[src/sv/sfma_pkg.sv]
// shared constants, types and helpers of the sparse fiber merge-add block
package sfma_pkg;

	localparam int FIFO_DEPTH = 32;
	localparam int PTR_W      = $clog2(FIFO_DEPTH);
	localparam int CNT_W      = $clog2(FIFO_DEPTH + 1);
	localparam int MAX_WIDTH  = 16;
	localparam int NUM_W      = $clog2(MAX_WIDTH + 1);
	localparam int IDX_W      = 32;
	localparam int VAL_W      = 32;
	localparam int KIND_W     = 2;
	localparam int CFG_W      = 5;
	localparam int CFG_IDX_W  = 2;

	localparam logic [KIND_W-1:0] KIND_PUSH_A = 2'd0;
	localparam logic [KIND_W-1:0] KIND_PUSH_B = 2'd1;
	localparam logic [KIND_W-1:0] KIND_STEP   = 2'd2;

	localparam logic [CFG_IDX_W-1:0] CFG_MERGE_WIDTH   = 2'd0;
	localparam logic [CFG_IDX_W-1:0] CFG_MAX_ADDS      = 2'd1;
	localparam logic [CFG_IDX_W-1:0] CFG_COMPUTE_VALUES = 2'd2;

	localparam logic [CFG_W-1:0] MERGE_WIDTH_RST = 5'd4;
	localparam logic [CFG_W-1:0] MAX_ADDS_RST    = 5'd3;

	typedef struct packed {
		logic [IDX_W-1:0]        index;
		logic signed [VAL_W-1:0] value;
	} entry_t;

	typedef struct packed {
		logic push;
		logic pop;
		logic rd_en;
		logic clear_last;
	} fifo_ctrl_t;

	typedef struct packed {
		logic [CNT_W-1:0] count;
		logic             last_seen;
		logic             drop;
	} fifo_stat_t;

	typedef struct packed {
		logic                    take_a;
		logic                    take_b;
		logic                    summed;
		logic [IDX_W-1:0]        index;
		logic signed [VAL_W-1:0] value;
	} merge_sel_t;

	function automatic logic [PTR_W-1:0] wrap_inc(input logic [PTR_W-1:0] ptr);
		wrap_inc = (ptr == PTR_W'(FIFO_DEPTH - 1)) ? '0 : ptr + PTR_W'(1);
	endfunction

endpackage

[src/sv/sfma_ram.sv]
// simple dual-port ram with registered read data
module sfma_ram #(
	parameter int DEPTH = 32,
	parameter int WIDTH = 64
) (
	input  logic                     clk,
	input  logic                     we,
	input  logic [$clog2(DEPTH)-1:0] waddr,
	input  logic [WIDTH-1:0]         wdata,
	input  logic                     re,
	input  logic [$clog2(DEPTH)-1:0] raddr,
	output logic [WIDTH-1:0]         rdata
);

	logic [WIDTH-1:0] mem [DEPTH];

	always_ff @(posedge clk) begin
		if (we) begin
			mem[waddr] <= wdata;
		end
	end

	always_ff @(posedge clk) begin
		if (re) begin
			rdata <= mem[raddr];
		end
	end

endmodule

[src/sv/sfma_fifo.sv]
// one fiber fifo: ram storage, read pointer, fill count and last mark
module sfma_fifo (
	input  logic                 clk,
	input  logic                 arst_n,
	input  sfma_pkg::fifo_ctrl_t ctrl,
	input  sfma_pkg::entry_t     wr_entry,
	input  logic                 wr_end,
	output sfma_pkg::fifo_stat_t stat,
	output sfma_pkg::entry_t     head
);

	logic [sfma_pkg::CNT_W-1:0] count_q;
	logic [sfma_pkg::PTR_W-1:0] rptr_q;
	logic                       last_q;
	logic                       full;
	logic                       push_ok;
	logic [sfma_pkg::PTR_W:0]   wsum;
	logic [sfma_pkg::PTR_W-1:0] waddr;
	logic [sfma_pkg::PTR_W-1:0] rptr_next;
	logic [$bits(sfma_pkg::entry_t)-1:0] rdata;

	assign full    = (count_q == sfma_pkg::CNT_W'(sfma_pkg::FIFO_DEPTH));
	assign push_ok = ctrl.push && !full;

	// write slot sits count entries ahead of the read pointer
	assign wsum  = (sfma_pkg::PTR_W + 1)'(rptr_q) + (sfma_pkg::PTR_W + 1)'(count_q);
	assign waddr = (wsum >= (sfma_pkg::PTR_W + 1)'(sfma_pkg::FIFO_DEPTH)) ?
		sfma_pkg::PTR_W'(wsum - (sfma_pkg::PTR_W + 1)'(sfma_pkg::FIFO_DEPTH)) :
		sfma_pkg::PTR_W'(wsum);

	// on a pop the ram already fetches the following head
	assign rptr_next = ctrl.pop ? sfma_pkg::wrap_inc(rptr_q) : rptr_q;

	sfma_ram #(
		.DEPTH(sfma_pkg::FIFO_DEPTH),
		.WIDTH($bits(sfma_pkg::entry_t))
	) u_ram (
		.clk  (clk),
		.we   (push_ok),
		.waddr(waddr),
		.wdata(wr_entry),
		.re   (ctrl.rd_en),
		.raddr(rptr_next),
		.rdata(rdata)
	);

	assign head = sfma_pkg::entry_t'(rdata);

	always_ff @(posedge clk or negedge arst_n) begin
		if (!arst_n) begin
			count_q <= '0;
			rptr_q  <= '0;
			last_q  <= 1'b0;
		end else begin
			rptr_q  <= rptr_next;
			count_q <= count_q + sfma_pkg::CNT_W'(push_ok) - sfma_pkg::CNT_W'(ctrl.pop);
			if (ctrl.clear_last) begin
				last_q <= 1'b0;
			end else if (push_ok && wr_end) begin
				last_q <= 1'b1;
			end
		end
	end

	assign stat.count     = count_q;
	assign stat.last_seen = last_q;
	assign stat.drop      = ctrl.push && full;

endmodule

[config.mk]
export PLATFORM = sky130hd
export DESIGN_NAME = sfma_fifo
export DESIGN_NICKNAME = d
export VERILOG_FILES = /design/src/sv/sfma_pkg.sv /design/src/sv/sfma_ram.sv /design/src/sv/sfma_fifo.sv
export SDC_FILE = /design/constraint.sdc
export NUM_CORES = 2
export LEC_CHECK = 0
export BUFFER_PORTS_ARGS = -buffer_cell sky130_fd_sc_hd__buf_2
export CAP_MARGIN = 30
export CORE_MARGIN = 2
export CORE_UTILIZATION = 30
export DETAILED_ROUTE_END_ITERATION = 10
export MAX_ROUTING_LAYER = met4
export PLACE_DENSITY = 0.5
export SLEW_MARGIN = 20
export SYNTH_ARGS = -nofsm -noshare
export SYNTH_HDL_FRONTEND = slang
export SYNTH_HIERARCHICAL = 1
export SYNTH_SLANG_ARGS = --single-unit
[constraint.sdc]
create_clock -name clk -period 5 [get_ports clk]
set_clock_uncertainty 0.05 [all_clocks]
set_input_delay 0.75 -clock clk [delete_from_list [all_inputs] [get_ports clk]]
set_output_delay 0.75 -clock clk [all_outputs]
set_load 0.03 [all_outputs]
==> impl_metrics.ini <==
[outcome]
status = finished clean

[clock_network]
cts_tree = done
clk_pin_slew_ns = 0.06
cts-hold-fix-buffers = 2
cts_resized = 0
cts.sinks = 2124
postCtsSetupRepairBufs = 0
cts_buffer_depth = 3
insertion_delay_ns = 0.84
htreeDepth = 4
numCtsBuffers = 212
cts.root.buffer_cell = clkbuf_16

[sta]
timing.final.crit_share = 0.833
max-slew-margin-rel = 0.325
maxSlewViolCount = 0
rsz0062_at_grt = false
setup_tns_ns = 0
tightest_slew_ns = 1.01
whs_ns = 0.114
hold_violations = 0
period_needed_ns = 4.17
timing.fmax_mhz = 240
setup_violations = 0

[pwr]
p_seq_frac = 0.446
p_sw_uw = 16200
p_int_uw = 36800
vdd_ir_drop_max_mv = 0.429
netSwitchingFraction = 0.306
powerDensity_nw_per_um2 = 566
leakage_uw = 0.0287
p_total_uw = 53000
clkPwrFrac = 0.285
combPwrFrac = 0.269

[detailed_routing]
drcViolationCount = 0
routed-via-count = 36400
wl_per_cell_um = 29.8
ant_nets = 0
drt_iter0_markers = 3736
vias_per_cell = 5.02
wl_um = 216000
first_pass_iters = 5

[floorplan]
rows = 190
initial_core_util = 0.301
die_w_um = 522
coreArea_um2 = 267000
dieArea_um2 = 272000
ioPinCount = 143
fp.dieH_um = 522

[synth]
avgSynthCellArea_um2 = 25.3
syn_area_um2 = 80400
syn-num-nets = 3265
synth_cell_type_count = 44
ys_seq_area_frac = 0.792
synth_ff_type = edfxtp_1
yosys_warnings = 6
synthCells = 3178
synth_edf_count = 2112
synth_async_sr_flop_share = 0.00565
synth_seq_cells = 2124

[global_routing]
grt_util_all_layers = 0.163
overflow = 0
grt_pass1_wl_um = 301000
grt_max_degree = 68
antenna_found_initial = 33
grt_pass1_vias = 37400

[min_path]
min_path_cells = 3
hp-class = input port to flip-flop
min_from = wr_end

[critical_path]
rr_startpoint = rptr_q[0]$_DFF_PN0_
end_kind = flip-flop
cp_data_arrival_time_ns = 4.74
path_cells = ha_1, and3_1, ha_1, nand2b_1, mux2i_4, buf_4, buf_4, mux4_2, mux4_2, mux2_2
reg2reg_depth = 10
crit_fanout = 26
worstSetupPathType = flip-flop to flip-flop
worstSetupStartpoint = rptr_q[0]$_DFF_PN0_
critPathRequiredTime_ns = 5.57
worst_setup_path_start_kind = flip-flop
cpMaxStageDelayCell = mux4_2
slowest_delay_ns = 0.58

[cells_and_area]
nets = 3608
area_delta_synth_final_pct = 16.4
final_area_um2 = 93700
drive_above_1_share = 0.343

[flow_run]
cap_violations = 0

[place]
dpl_cell_area_um2 = 87100
gp_congestion = 0.705
place_hpwl_um = 105000
io_buffers = 142
==> synthesized netlist by cell type, types with 5 or more instances <==
| master | count | area share |
|---|---|---|
| o21ai_0 | 13 | 0.00081 |
| dfrtp_1 | 12 | 0.0037 |
| mux2_2 | 75 | 0.010 |
| nor2_1 | 43 | 0.0020 |
| o22ai_1 | 11 | 0.00086 |
| buf_2 | 65 | 0.0040 |
| nand2_1 | 5 | 0.00023 |
| clkbuf_1 | 55 | 0.0026 |
| buf_1 | 19 | 0.00089 |
| nand3b_1 | 5 | 0.00047 |
| a21oi_1 | 7 | 0.00044 |
| a221oi_1 | 12 | 0.0013 |
| edfxtp_1 | 2112 | 0.79 |
| mux2i_1 | 39 | 0.0049 |
| buf_4 | 15 | 0.0014 |
| mux4_2 | 602 | 0.17 |
| inv_1 | 13 | 0.00061 |
| ha_1 | 14 | 0.0022 |
==> flip-flops by register name (all words and copies together), names as in the netlist <==
| signal | flops |
|---|---|
| last_q | 1 |
| u_ram/rdata | 64 |
| rptr_q | 5 |
| u_ram/mem | 2048 |
| count_q | 6 |
==> power by group through the flow <==
stage          clock network (µW)  logic (µW)  registers (µW)
2_1_floorplan                   0        7950           24500
3_3_place_gp                    0       14500           24000
3_5_place_dp                    0       14500           24100
4_1_cts                     15500       14600           23700
5_1_grt                     16200       15100           23900
6_report                    15100       14300           23600
==> critical path, delay by kind of cell (launching register included) <==
kind	cells	cell delay, ns
fa+ha+maj	2	0.50
buf+inv	2	0.76
simple gates	2	0.46
mux	4	1.64
flops	1	0.46
==> layout by cell type, fill, tap and decap left out, types with 4 or more instances in the layout <==
master / n
nor2_1: 11
buf_12: 71
mux2i_1: 38
clkbuf_1: 62
clkinv_2: 20
o22ai_1: 10
mux2_2: 74
clkbuf_16: 213
buf_2: 141
nand3b_1: 5
xor2_1: 4
xnor2_1: 4
a21oi_1: 7
clkinv_1: 53
inv_6: 4
mux4_2: 602
nor2_4: 32
clkinv_16: 5
ha_1: 14
and2_1: 4
nand2b_1: 4
bufinv_16: 9
dfrtp_1: 12
diode_2: 16
inv_16: 5
nor2b_1: 4
inv_1: 13
edfxtp_1: 2112
a221oi_1: 12
o21ai_0: 11
buf_4: 71
nand2_1: 5
==> final cells by class <==
class	instances	area, µm²
Antenna cell	16	40.0
Clock buffer	275	5560
Clock inverter	101	915
Fill cell	24500	174000
Inverter	14	52.6
Multi-Input combinational cell	883	16200
Sequential cell	2124	63700
Tap cell	3552	4440
Timing Repair Buffer	286	2690
==> path summary, 6_finish.rpt <==
kind,to,slack (ns)
max reg2reg,u_ram/rdata[49]$_DFFE_PP_,0.83
min,last_q$_DFFE_PN0P_,0.11
max in group asynchronous,rptr_q[4]$_DFF_PN0_,4.36
min reg2reg,last_q$_DFFE_PN0P_,0.44
min in group asynchronous,rptr_q[2]$_DFF_PN0_,0.29
max,u_ram/rdata[49]$_DFFE_PP_,0.83
==> kinds of logic (layout without fill, tap and decap cells) <==
| kind of cell | count (synthesis) | count (layout) | synth area share |
|---|---|---|---|
| compound gates | 67 | 67 | 0.00586 |
| xor+xnor | 8 | 8 | 0.000871 |
| fa+ha+maj | 16 | 16 | 0.00268 |
| buf+inv | 171 | 676 | 0.00997 |
| flops | 2124 | 2124 | 0.792 |
| mux | 716 | 716 | 0.184 |
| other cells | 0 | 16 | 0 |
| simple gates | 76 | 76 | 0.00463 |
==> layer usage <==
metal,up-vias,share of wire,GRT usage,routed length (µm)
met5,-,0,-,0
met4,0,0.019,0.0365,4010
met3,299,0.054,0.0282,11600
met2,1075,0.49,0.259,106000
met1,20500,0.44,0.220,94700
li1,14600,-,-,-
==> stage by stage <==
stage,utilization,setup slack (ns),instances
2_1_floorplan,-,-0.513,3178
3_3_place_gp,0.326,0.790,6857
3_5_place_dp,0.326,0.789,6857
4_1_cts,0.350,0.807,7235
5_1_grt,0.350,0.651,7247
6_report,0.350,0.834,7251
Note: power is estimated with default switching activity, not from simulation.
