## src/sv/sfma_pkg.sv

```systemverilog
// shared constants, types and helpers of the sparse fiber merge-add block
package sfma_pkg;

	localparam int FIFO_DEPTH = 32;
	localparam int PTR_W      = $clog2(FIFO_DEPTH);
	localparam int CNT_W      = $clog2(FIFO_DEPTH + 1);
	localparam int MAX_WIDTH  = 16;
	localparam int NUM_W      = $clog2(MAX_WIDTH + 1);
	localparam int IDX_W      = 32;
	localparam int VAL_W      = 32;
	localparam int KIND_W     = 2;
	localparam int CFG_W      = 5;
	localparam int CFG_IDX_W  = 2;

	localparam logic [KIND_W-1:0] KIND_PUSH_A = 2'd0;
	localparam logic [KIND_W-1:0] KIND_PUSH_B = 2'd1;
	localparam logic [KIND_W-1:0] KIND_STEP   = 2'd2;

	localparam logic [CFG_IDX_W-1:0] CFG_MERGE_WIDTH   = 2'd0;
	localparam logic [CFG_IDX_W-1:0] CFG_MAX_ADDS      = 2'd1;
	localparam logic [CFG_IDX_W-1:0] CFG_COMPUTE_VALUES = 2'd2;

	localparam logic [CFG_W-1:0] MERGE_WIDTH_RST = 5'd4;
	localparam logic [CFG_W-1:0] MAX_ADDS_RST    = 5'd3;

	typedef struct packed {
		logic [IDX_W-1:0]        index;
		logic signed [VAL_W-1:0] value;
	} entry_t;

	typedef struct packed {
		logic push;
		logic pop;
		logic rd_en;
		logic clear_last;
	} fifo_ctrl_t;

	typedef struct packed {
		logic [CNT_W-1:0] count;
		logic             last_seen;
		logic             drop;
	} fifo_stat_t;

	typedef struct packed {
		logic                    take_a;
		logic                    take_b;
		logic                    summed;
		logic [IDX_W-1:0]        index;
		logic signed [VAL_W-1:0] value;
	} merge_sel_t;

	function automatic logic [PTR_W-1:0] wrap_inc(input logic [PTR_W-1:0] ptr);
		wrap_inc = (ptr == PTR_W'(FIFO_DEPTH - 1)) ? '0 : ptr + PTR_W'(1);
	endfunction

endpackage

```

## src/sv/sfma_merge_sel.sv

```systemverilog
// head compare and saturating add for one merge beat
module sfma_merge_sel (
	input  logic [sfma_pkg::CNT_W-1:0] count_a,
	input  logic [sfma_pkg::CNT_W-1:0] count_b,
	input  sfma_pkg::entry_t           head_a,
	input  sfma_pkg::entry_t           head_b,
	output sfma_pkg::merge_sel_t       sel
);

	logic signed [sfma_pkg::VAL_W:0]   wide;
	logic signed [sfma_pkg::VAL_W-1:0] sat;

	assign wide = {head_a.value[sfma_pkg::VAL_W-1], head_a.value} +
		{head_b.value[sfma_pkg::VAL_W-1], head_b.value};

	always_comb begin
		if (wide[sfma_pkg::VAL_W] != wide[sfma_pkg::VAL_W-1]) begin
			sat = wide[sfma_pkg::VAL_W] ? {1'b1, {(sfma_pkg::VAL_W - 1){1'b0}}} :
				{1'b0, {(sfma_pkg::VAL_W - 1){1'b1}}};
		end else begin
			sat = wide[sfma_pkg::VAL_W-1:0];
		end
	end

	always_comb begin
		sel.take_a = 1'b0;
		sel.take_b = 1'b0;
		sel.summed = 1'b0;
		// an empty side drains the other
		if (count_a == '0) begin
			sel.take_b = 1'b1;
		end else if (count_b == '0) begin
			sel.take_a = 1'b1;
		end else if (head_a.index < head_b.index) begin
			sel.take_a = 1'b1;
		end else if (head_a.index > head_b.index) begin
			sel.take_b = 1'b1;
		end else begin
			sel.take_a = 1'b1;
			sel.take_b = 1'b1;
			sel.summed = 1'b1;
		end
		sel.index = sel.take_a ? head_a.index : head_b.index;
		if (sel.summed) begin
			sel.value = sat;
		end else begin
			sel.value = sel.take_a ? head_a.value : head_b.value;
		end
	end

endmodule

```

## config.mk

```make
export PLATFORM = sky130hd
export DESIGN_NAME = sfma_merge_sel
export DESIGN_NICKNAME = d
export VERILOG_FILES = /design/src/sv/sfma_pkg.sv /design/src/sv/sfma_merge_sel.sv
export SDC_FILE = /design/constraint.sdc
export NUM_CORES = 1
export LEC_CHECK = 0
export ABC_AREA = 1
export BUFFER_PORTS_ARGS = -buffer_cell sky130_fd_sc_hd__buf_4
export CORE_MARGIN = 3
export CORE_UTILIZATION = 40
export DETAILED_ROUTE_END_ITERATION = 6
export PLACE_DENSITY = 0.81
export SLEW_MARGIN = 20
export SYNTH_ARGS = -nofsm -noshare
export SYNTH_HDL_FRONTEND = slang
export SYNTH_SLANG_ARGS = --single-unit
```

## constraint.sdc

```tcl
create_clock -name vclk -period 4.4
set_input_delay 1.32 -clock vclk [all_inputs]
set_output_delay 1.32 -clock vclk [all_outputs]
set_load 0.005 [all_outputs]
```

==> impl_metrics.py, run 1 <==
metrics = {
    "run_status": {
        "status": "finished with violations",
        "failed_checks": "DRC, setup timing",
    },
    "timing": {
        "setup_viol": 67,
        "fmax_mhz": 187,
        "fin_tns_setup_ns": -46.67,
        "period_needed_ns": 5.34,
        "hold_viol_final": 0,
        "rsz0062_at_grt": "true",
        "setup_ws_ns": -0.936,
        "slew_viol_final": 0,
        "max-slew-margin-rel_pct": 69.1,
        "tightest_slew_ns": 0.462,
        "fin_crit_sh_pct": 121,
    },
    "floorplan": {
        "die-width_um": 112,
        "core-area_um2": 10600,
        "rows": 37,
        "fp.dieArea_um2": 12500,
        "io_pins": 207,
        "dieHeight_um": 112,
        "initial_core_util_pct": 42.1,
    },
    "cells_and_area": {
        "multi_input_area_um2": 5240,
        "layout.cells.non_filler": 1385,
        "drive_gt1_share_pct": 54.0,
        "final_cell_mix": "buf_4 (312), nand2_1 (279), nand2_2 (87)",
        "layout.nets": 1456,
        "nClkBuffers": 0,
        "seq_cells": 0,
        "diodes": 0,
        "n_fill_cell": 404,
        "final_common_cell": "buf_4",
        "area_delta_synth_final_pct": 113,
        "regArea_um2": 0,
    },
    "placement": {
        "place_inst": 1347,
        "port_buffers": 207,
        "routabilityCongestion": 0.958,
        "hpwl_um": 15800,
    },
    "job": {
        "drv_cap": 0,
    },
    "grt": {
        "gr-total-overflow": 0,
        "grt_usage_pct": 34.1,
        "grt_pass1_wl_um": 36000,
        "grt_max_degree": 24,
        "grt_pass1_vias": 7427,
        "grt_antenna_before_repair": 1,
    },
    "power_and_ir_drop": {
        "p_per_area_nw_per_um2": 189,
        "peakVddDrop_mv": 0.115,
        "p_total_mw": 1.79,
        "cellLeakagePower_nw": 5.00,
    },
    "route": {
        "num_vias": 8797,
        "drt_pass1_iterations": 7,
        "ant_nets": 0,
        "drt-total-wl_um": 32800,
        "routed_via_density": 6.35,
        "drt_iter0_markers": 1691,
        "drcViolationCount": 17,
        "wl_per_cell_um": 23.7,
    },
    "setup_path": {
        "crit_fanout": 7,
        "critPathCaptureType": "output pin",
        "startpoint_type": "input pin",
        "crit_type": "in2out",
        "arrival_ns": 4.02,
        "cp_data_required_time_ns": 3.08,
    },
    "yosys": {
        "netlist_area_um2": 4460,
        "seq_area_frac_synth_pct": 0,
        "synth.distinct_cells": 32,
        "synth_cells": 876,
        "syn-num-nets": 1081,
        "yosysTopAreaCellShare_pct": 32.6,
        "yosysTopAreaCell": "nand2_1",
        "syn_area_per_cell_um2": 5.10,
        "ys_top_cells_by_area": "nand2_1 (33%), ha_1 (18%), inv_1 (9.2%)",
        "yosysWarnings": 0,
    },
    "hold_path": {
        "hold_class": "in2out",
        "holdPathEnd": "sel[60]",
        "hold_depth": 4,
        "min-delay-start": "head_a[60]",
    },
}
-- per-layer routing --
metal | track usage (%) | routed length [µm] | up-vias
li1 | - | - | 3557
met1 | 39.6 | 10700 | 3879
met2 | 61.2 | 13900 | 971
met3 | 5.43 | 4740 | 388
met4 | 15.0 | 3480 | 2
met5 | 0 | 12 | -
-- cells in the mapped netlist --
cell and instances:
inv_1 109, and2_1 2, nor3_1 6, nor2_1 55
nand2_1 388, xor2_1 13, o211ai_1 20, a21o_1 3
nand3_1 45, buf_4 1, buf_2 11, nor2_2 1
inv_2 2, a21oi_1 49, nand3_2 1, buf_6 9
o21ai_1 23, nand2b_1 1, nor3_2 1, fa_1 1
or2_1 2, o21bai_1 9, nand2_2 5, nand3b_1 8
ha_1 64, xnor2_1 7, clkbuf_1 6, o21a_1 4
nand2_4 1, nand4_1 7, nor4_1 2, o21ai_0 20
-- cells by family (layout without fill, tap and decap cells) --
family	count (synthesis)	count (layout)	share of synthesized area, %
adder cells (fa/ha/maj)	65	65	18.4
XOR/XNOR	20	20	3.92
AO/OA/AOI/OAI	128	128	16.4
buffers and inverters	138	511	13.5
AND/OR/NAND/NOR	525	525	47.8
-- power by group --
group | internal [mW] | leakage (nW) | switching, mW
clock | 0 | 0 | 0
combinational | 0.871 | 5.00 | 0.924
sequential | 0 | 0 | 0
-- metrics by stage --
stage / setup slack [ns] / hold WS (ns) / area [µm²] / util, %
floorplan: 0.00470 / 2.74 / 4460 / -
global placement: -0.377 / 2.94 / 7240 / 68.3
detailed placement: -0.416 / 2.93 / 7240 / 68.3
CTS: -0.317 / 2.91 / 8440 / 79.6
global route: -0.888 / 2.94 / 9500 / 89.6
finish: -0.936 / 2.93 / 9500 / 89.6
-- final cells by class --
cell class,count,area share (%)
multi-input cells,738,55.1
repair buffers,400,38.2
inverters,111,4.83
well taps,136,1.79
-- worst max-delay path, stage by stage --
cell and delay [ns]:
buf_8 0.10, ha_4 0.26, inv_2 0.03, o21bai_1 0.19, nand2_1 0.11, nand2_1 0.10
nand2_1 0.11, nand2_2 0.10, nand2_1 0.07, nand2_1 0.11, nand2_1 0.08, nand2_2 0.16
nand3_2 0.21, nand2_4 0.20, clkinv_8 0.12, buf_12 0.15, buf_16 0.14, o21ai_4 0.29
buf_6 0.15
-- timing repair --
item / in CTS / in global routing
setup buffers: 21 / 9
setup endpoints to repair: 66 / 67
resized for setup: 204 / 238
cloned: 11 / 3
hold buffers: 0 / 0
pin swaps: 54 / 54
-- how the worst max path moves through the flow --
stage               slack, ns  endpoint        from  cells after the start
global route            -0.89   sel[35]  head_b[33]                     20
floorplan               0.005    sel[5]   head_a[0]                     20
global placement        -0.38   sel[19]  head_b[19]                     15
finish                  -0.94   sel[35]  head_a[33]                     19
detailed placement      -0.42   sel[19]   head_a[0]                     19
CTS                     -0.32   sel[14]   head_b[0]                     22
No activity file was read; power rests on OpenSTA's default activity.
==> run 2, diff against run 1 <==
- PLACE_DENSITY: 0.81 -> 0.78
- clock period: 4.4 -> 5.16 ns (I/O delays scaled with it)
==> run 2 against run 1 <==
  * Cell count shrank 9.8%
  * The run ends with setup timing left
  * Count of clock-buffer cells in the layout unchanged
  * Combinational power down 45%
  * Via count fell by 26%
  * Critical path depth grew 3
  * Sequential share of layout area did not move
  * Highest routed layer is now met4
==> impl_metrics.py, run 2 (synthesis results as in run 1) <==
metrics = {
    "timing": {
        "period_needed_ns": 5.16,
        "fmax_mhz": 194,
        "tightest_slew_ns": 0.377,
        "slew_viol_final": 0,
        "rsz0062_at_grt": "true",
        "setup_viol": 2,
        "hold_slack_ns": 3.39,
        "hold_viol_final": 0,
        "setup_ws_ns": -0.00439,
        "fin_crit_sh_pct": 100,
        "max-slew-margin-rel_pct": 74.6,
    },
    "cells_and_area": {
        "regArea_um2": 0,
        "n_fill_cell": 975,
        "seq_cells": 0,
        "drive_gt1_share_pct": 35.8,
        "area_delta_synth_final_pct": 60.5,
        "final_common_cell": "nand2_1",
        "diodes": 0,
        "layout.nets": 1320,
        "multi_input_area_um2": 4400,
        "final_cell_mix": "nand2_1 (339), buf_4 (241), inv_1 (107)",
        "nClkBuffers": 0,
    },
    "setup_path": {
        "slowest_stage": "fa_2",
        "critPathTopFamily": "simple AND/OR/NAND/NOR gates",
        "crit_type": "in2out",
        "startpoint_type": "input pin",
        "crit_top_cell": "nand2_2",
        "critPathCaptureType": "output pin",
        "slowest_delay_ns": 0.37,
        "crit_start": "head_b[0]",
        "cp_cell_sequence": "buf_8 > ha_4 > inv_2 > fa_2 > inv_2 > nand2_2 > nand2_2 > nand3_2 > nand2_2 > nand2_2 > nand2_2 > nand2_2 > nand2_1 > nand2_1 > nand2_2 > nand2_8 > buf_12 > nand2_2 > nand2_2 > nand2_2 > nand2_2 > buf_4",
        "path_depth": 22,
        "crit_fanout": 8,
        "arrival_ns": 3.62,
        "cp_data_required_time_ns": 3.61,
        "path_buf_inv": 5,
    },
    "floorplan": {
        "fp.dieArea_um2": 12500,
        "dieHeight_um": 112,
        "rows": 37,
        "core-area_um2": 10600,
        "initial_core_util_pct": 42.1,
        "die-width_um": 112,
        "io_pins": 207,
    },
    "grt": {
        "grt_max_degree": 40,
        "grt_usage_pct": 25.9,
        "gr-total-overflow": 0,
        "grt_antenna_before_repair": 0,
        "grt_pass1_wl_um": 27700,
        "use_met2_pct": 47.0,
        "grt_pass1_vias": 5923,
        "gr-max-usage-layer": "met2",
        "grt_util_met1_pct": 33.4,
        "grtUsageMet3_pct": 2.45,
    },
    "power_and_ir_drop": {
        "cellLeakagePower_nw": 4.01,
        "peakVddDrop_mv": 0.0756,
        "p_per_area_nw_per_um2": 137,
    },
    "route": {
        "drt_iter0_markers": 473,
        "drt_pass1_iterations": 5,
        "routed_via_density": 5.20,
        "wl_per_cell_um": 14.9,
        "ant_nets": 0,
        "num_vias": 6489,
        "drcViolationCount": 0,
        "drt-total-wl_um": 18600,
    },
    "placement": {
        "dp_slack_ns": -0.122,
        "hpwl_um": 14600,
        "routabilityCongestion": 1.02,
        "port_buffers": 207,
    },
    "hold_path": {
        "hold_class": "in2out",
        "hold_depth": 4,
        "min-delay-start": "head_a[61]",
        "holdPathEnd": "sel[61]",
    },
    "job": {
        "drv_cap": 0,
    },
    "run_status": {
        "failed_checks": "setup timing",
        "status": "finished with violations",
    },
}
run 2: tightest hold or removal path, cell delays in order:
cell     delay, ns
buf_4         0.09
nand2_1       0.04
o21ai_1       0.06
buf_4         0.11
run 2: worst max path at each step:
stage,to,slack (ns)
floorplan,sel[5],0.31
global placement,sel[21],-0.05
detailed placement,sel[21],-0.12
CTS,sel[18],0.0003
global route,sel[13],-0.10
finish,sel[18],-0.004
run 2: timing repair:
action	in CTS	in global routing
resized for setup	8	153
gates cloned	0	5
pin swaps	2	25
hold buffers	0	0
endpoints found under the setup margin	31	64
setup buffers	1	3
run 2: cell type report:
class              count  share of cell area, %
multi-input cells    738                   61.5
inverters            111                   5.82
repair buffers       264                   30.3
well taps            136                   2.38
run 2: metrics by stage:
stage	util (%)	instance area, µm²	setup TNS, ns	cells	total power [mW]
3_5_place_dp	60.7	6440	-2.90	1240	0.823
4_1_cts	61.0	6470	0	1241	0.834
5_1_grt	67.6	7160	-2.71	1249	1.08
3_3_place_gp	60.7	6440	-0.704	1240	0.816
2_1_floorplan	-	4460	0	876	0.458
6_report	67.6	7160	-0.00618	1249	0.982
run 2: power by group:
| part | switching (mW) | total (mW) | internal (mW) |
|---|---|---|---|
| sequential | 0 | 0 | 0 |
| combinational | 0.506 | 0.982 | 0.476 |
| clock | 0 | 0 | 0 |
run 2: per-layer routing:
metal,vias up,routed length (µm)
li1,3282,-
met1,2926,7840
met2,251,9130
met3,30,1200
met4,0,386
met5,-,0
==> run 3, diff against run 2 <==
--- a/config.mk
+++ b/config.mk
@@ -9,7 +9,7 @@
 export BUFFER_PORTS_ARGS = -buffer_cell sky130_fd_sc_hd__buf_4
 export CORE_MARGIN = 3
-export CORE_UTILIZATION = 40
+export CORE_UTILIZATION = 30
 export DETAILED_ROUTE_END_ITERATION = 6
-export PLACE_DENSITY = 0.78
+export PLACE_DENSITY = 0.64
 export SLEW_MARGIN = 20
 export SYNTH_ARGS = -nofsm -noshare
==> constraint.sdc (replaced) <==
create_clock -name vclk -period 5.16
set_input_delay 0.516 -clock vclk [all_inputs]
set_output_delay 0.516 -clock vclk [all_outputs]
set_load 0.005 [all_outputs]
==> run 3 against run 2 <==
  * The run now ends clean
  * Worst setup slack better by 1.2 ns
  * Wire length decreased by 9.6%
  * Critical path depth shrank 5
  * First-iteration DRC count decreased by 48%
  * Largest cell class unchanged
  * Sequential cell count did not move
  * Highest routed layer unchanged
  * Non-clock buffer count is 54 lower
  * Combinational power down 24%
==> impl_metrics.py, run 3 (synthesis results as in run 1) <==
metrics = {
    "run_status": {
        "status": "complete, no violations",
    },
    "cells_and_area": {
        "multi_input_area_um2": 3860,
        "n_fill_cell": 1631,
        "layout.nets": 1266,
        "area_delta_synth_final_pct": 36.2,
        "seq_cells": 0,
        "nClkBuffers": 0,
        "layout.cells.non_filler": 1239,
        "diodes": 0,
        "regArea_um2": 0,
        "final_cell_mix": "nand2_1 (388), buf_4 (210), inv_1 (109)",
        "final_common_cell": "nand2_1",
        "drive_gt1_share_pct": 20.9,
    },
    "timing": {
        "rsz0062_at_grt": "false",
        "fmax_mhz": 251,
        "max-slew-margin-rel_pct": 39.3,
        "tightest_slew_ns": 0.908,
        "period_needed_ns": 3.99,
        "slew_viol_final": 0,
        "fin_tns_setup_ns": 0,
        "hold_viol_final": 0,
        "fin_crit_sh_pct": 77.3,
        "setup_viol": 0,
        "setup_ws_ns": 1.17,
    },
    "placement": {
        "place_inst": 1239,
        "port_buffers": 207,
        "routabilityCongestion": 0.932,
        "hpwl_um": 14400,
        "dp_slack_ns": 1.15,
    },
    "setup_path": {
        "cp_data_required_time_ns": 4.64,
        "arrival_ns": 3.47,
        "crit_fanout": 33,
        "startpoint_type": "input pin",
        "crit_type": "in2out",
        "critPathCaptureType": "output pin",
    },
    "clock_tree": {
        "post_cts.repair.setup_buffers": 0,
        "cts_resized": 0,
        "hold_buffers": 0,
    },
    "route": {
        "drt_iter0_markers": 244,
        "wl_per_cell_um": 13.5,
        "drcViolationCount": 0,
        "num_vias": 5942,
        "routed_via_density": 4.80,
        "ant_nets": 0,
        "drt_pass1_iterations": 5,
        "drt-total-wl_um": 16800,
    },
    "grt": {
        "grt_antenna_before_repair": 0,
        "grt_max_degree": 47,
        "grt_pass1_vias": 5748,
        "gr-total-overflow": 0,
        "grt_pass1_wl_um": 27400,
        "grt_usage_pct": 19.7,
    },
    "floorplan": {
        "core-area_um2": 14200,
        "die-width_um": 128,
        "initial_core_util_pct": 31.4,
        "rows": 43,
        "io_pins": 207,
        "fp.dieArea_um2": 16400,
        "dieHeight_um": 128,
    },
    "hold_path": {
        "hold_class": "in2out",
    },
    "power_and_ir_drop": {
        "peakVddDrop_mv": 0.0480,
        "p_per_area_nw_per_um2": 124,
        "cellLeakagePower_nw": 3.63,
        "p_total_mw": 0.751,
    },
    "job": {
        "drv_cap": 0,
    },
}
==> run 3: cell types whose count changed in the layout (fill, tap and decap cells not counted), sizes merged <==
cell	previous run	this run
buf	261	210
clkbuf	3	0
==> run 3: final timing paths <==
kind | cells past startpoint | start | slack [ns] | end
setup / recovery | 17 | head_b[47] | 1.17 | sel[15]
hold / removal | 4 | head_a[42] | 1.33 | sel[42]
==> run 3: critical path: stages <==
cell and delay [ns]:
buf_4 0.08, inv_1 0.04, ha_1 0.28, nand2_1 0.06, inv_1 0.05, nand3_1 0.09, nor3_2 0.16, inv_1 0.06
nor2_1 0.15, nand2_1 0.07, nor2_1 0.12, buf_4 0.26, nand3_1 0.49, inv_2 0.67, nand2_1 0.14, nand3_1 0.10
buf_4 0.11
==> run 3: cell type report <==
cell class / instances / area share [%]
timing repair buffer: 210 / 25.9
tap: 180 / 3.70
multi-input combinational: 738 / 63.5
inverter: 111 / 6.85
==> run 3: power breakdown <==
group | internal, mW | switching, mW | total (mW)
clock | 0 | 0 | 0
sequential | 0 | 0 | 0
combinational | 0.338 | 0.414 | 0.751
==> run 3: per-stage QoR <==
| stage | area [µm²] | hold WS (ns) | util [%] |
|---|---|---|---|
| after global routing | 6080 | 1.35 | 42.8 |
| after CTS | 6080 | 1.33 | 42.8 |
| final | 6080 | 1.33 | 42.8 |
| after detailed placement | 6080 | 1.33 | 42.8 |
| after floorplan | 4460 | 1.13 | - |
| after global placement | 6080 | 1.33 | 42.8 |
==> run 3: routing by layer <==
layer / routed length (µm) / global-route usage, %
met1: 7700 / 25.9
met2: 7930 / 36.3
met3: 1020 / 1.38
met4: 121 / 1.75
met5: 0 / 0
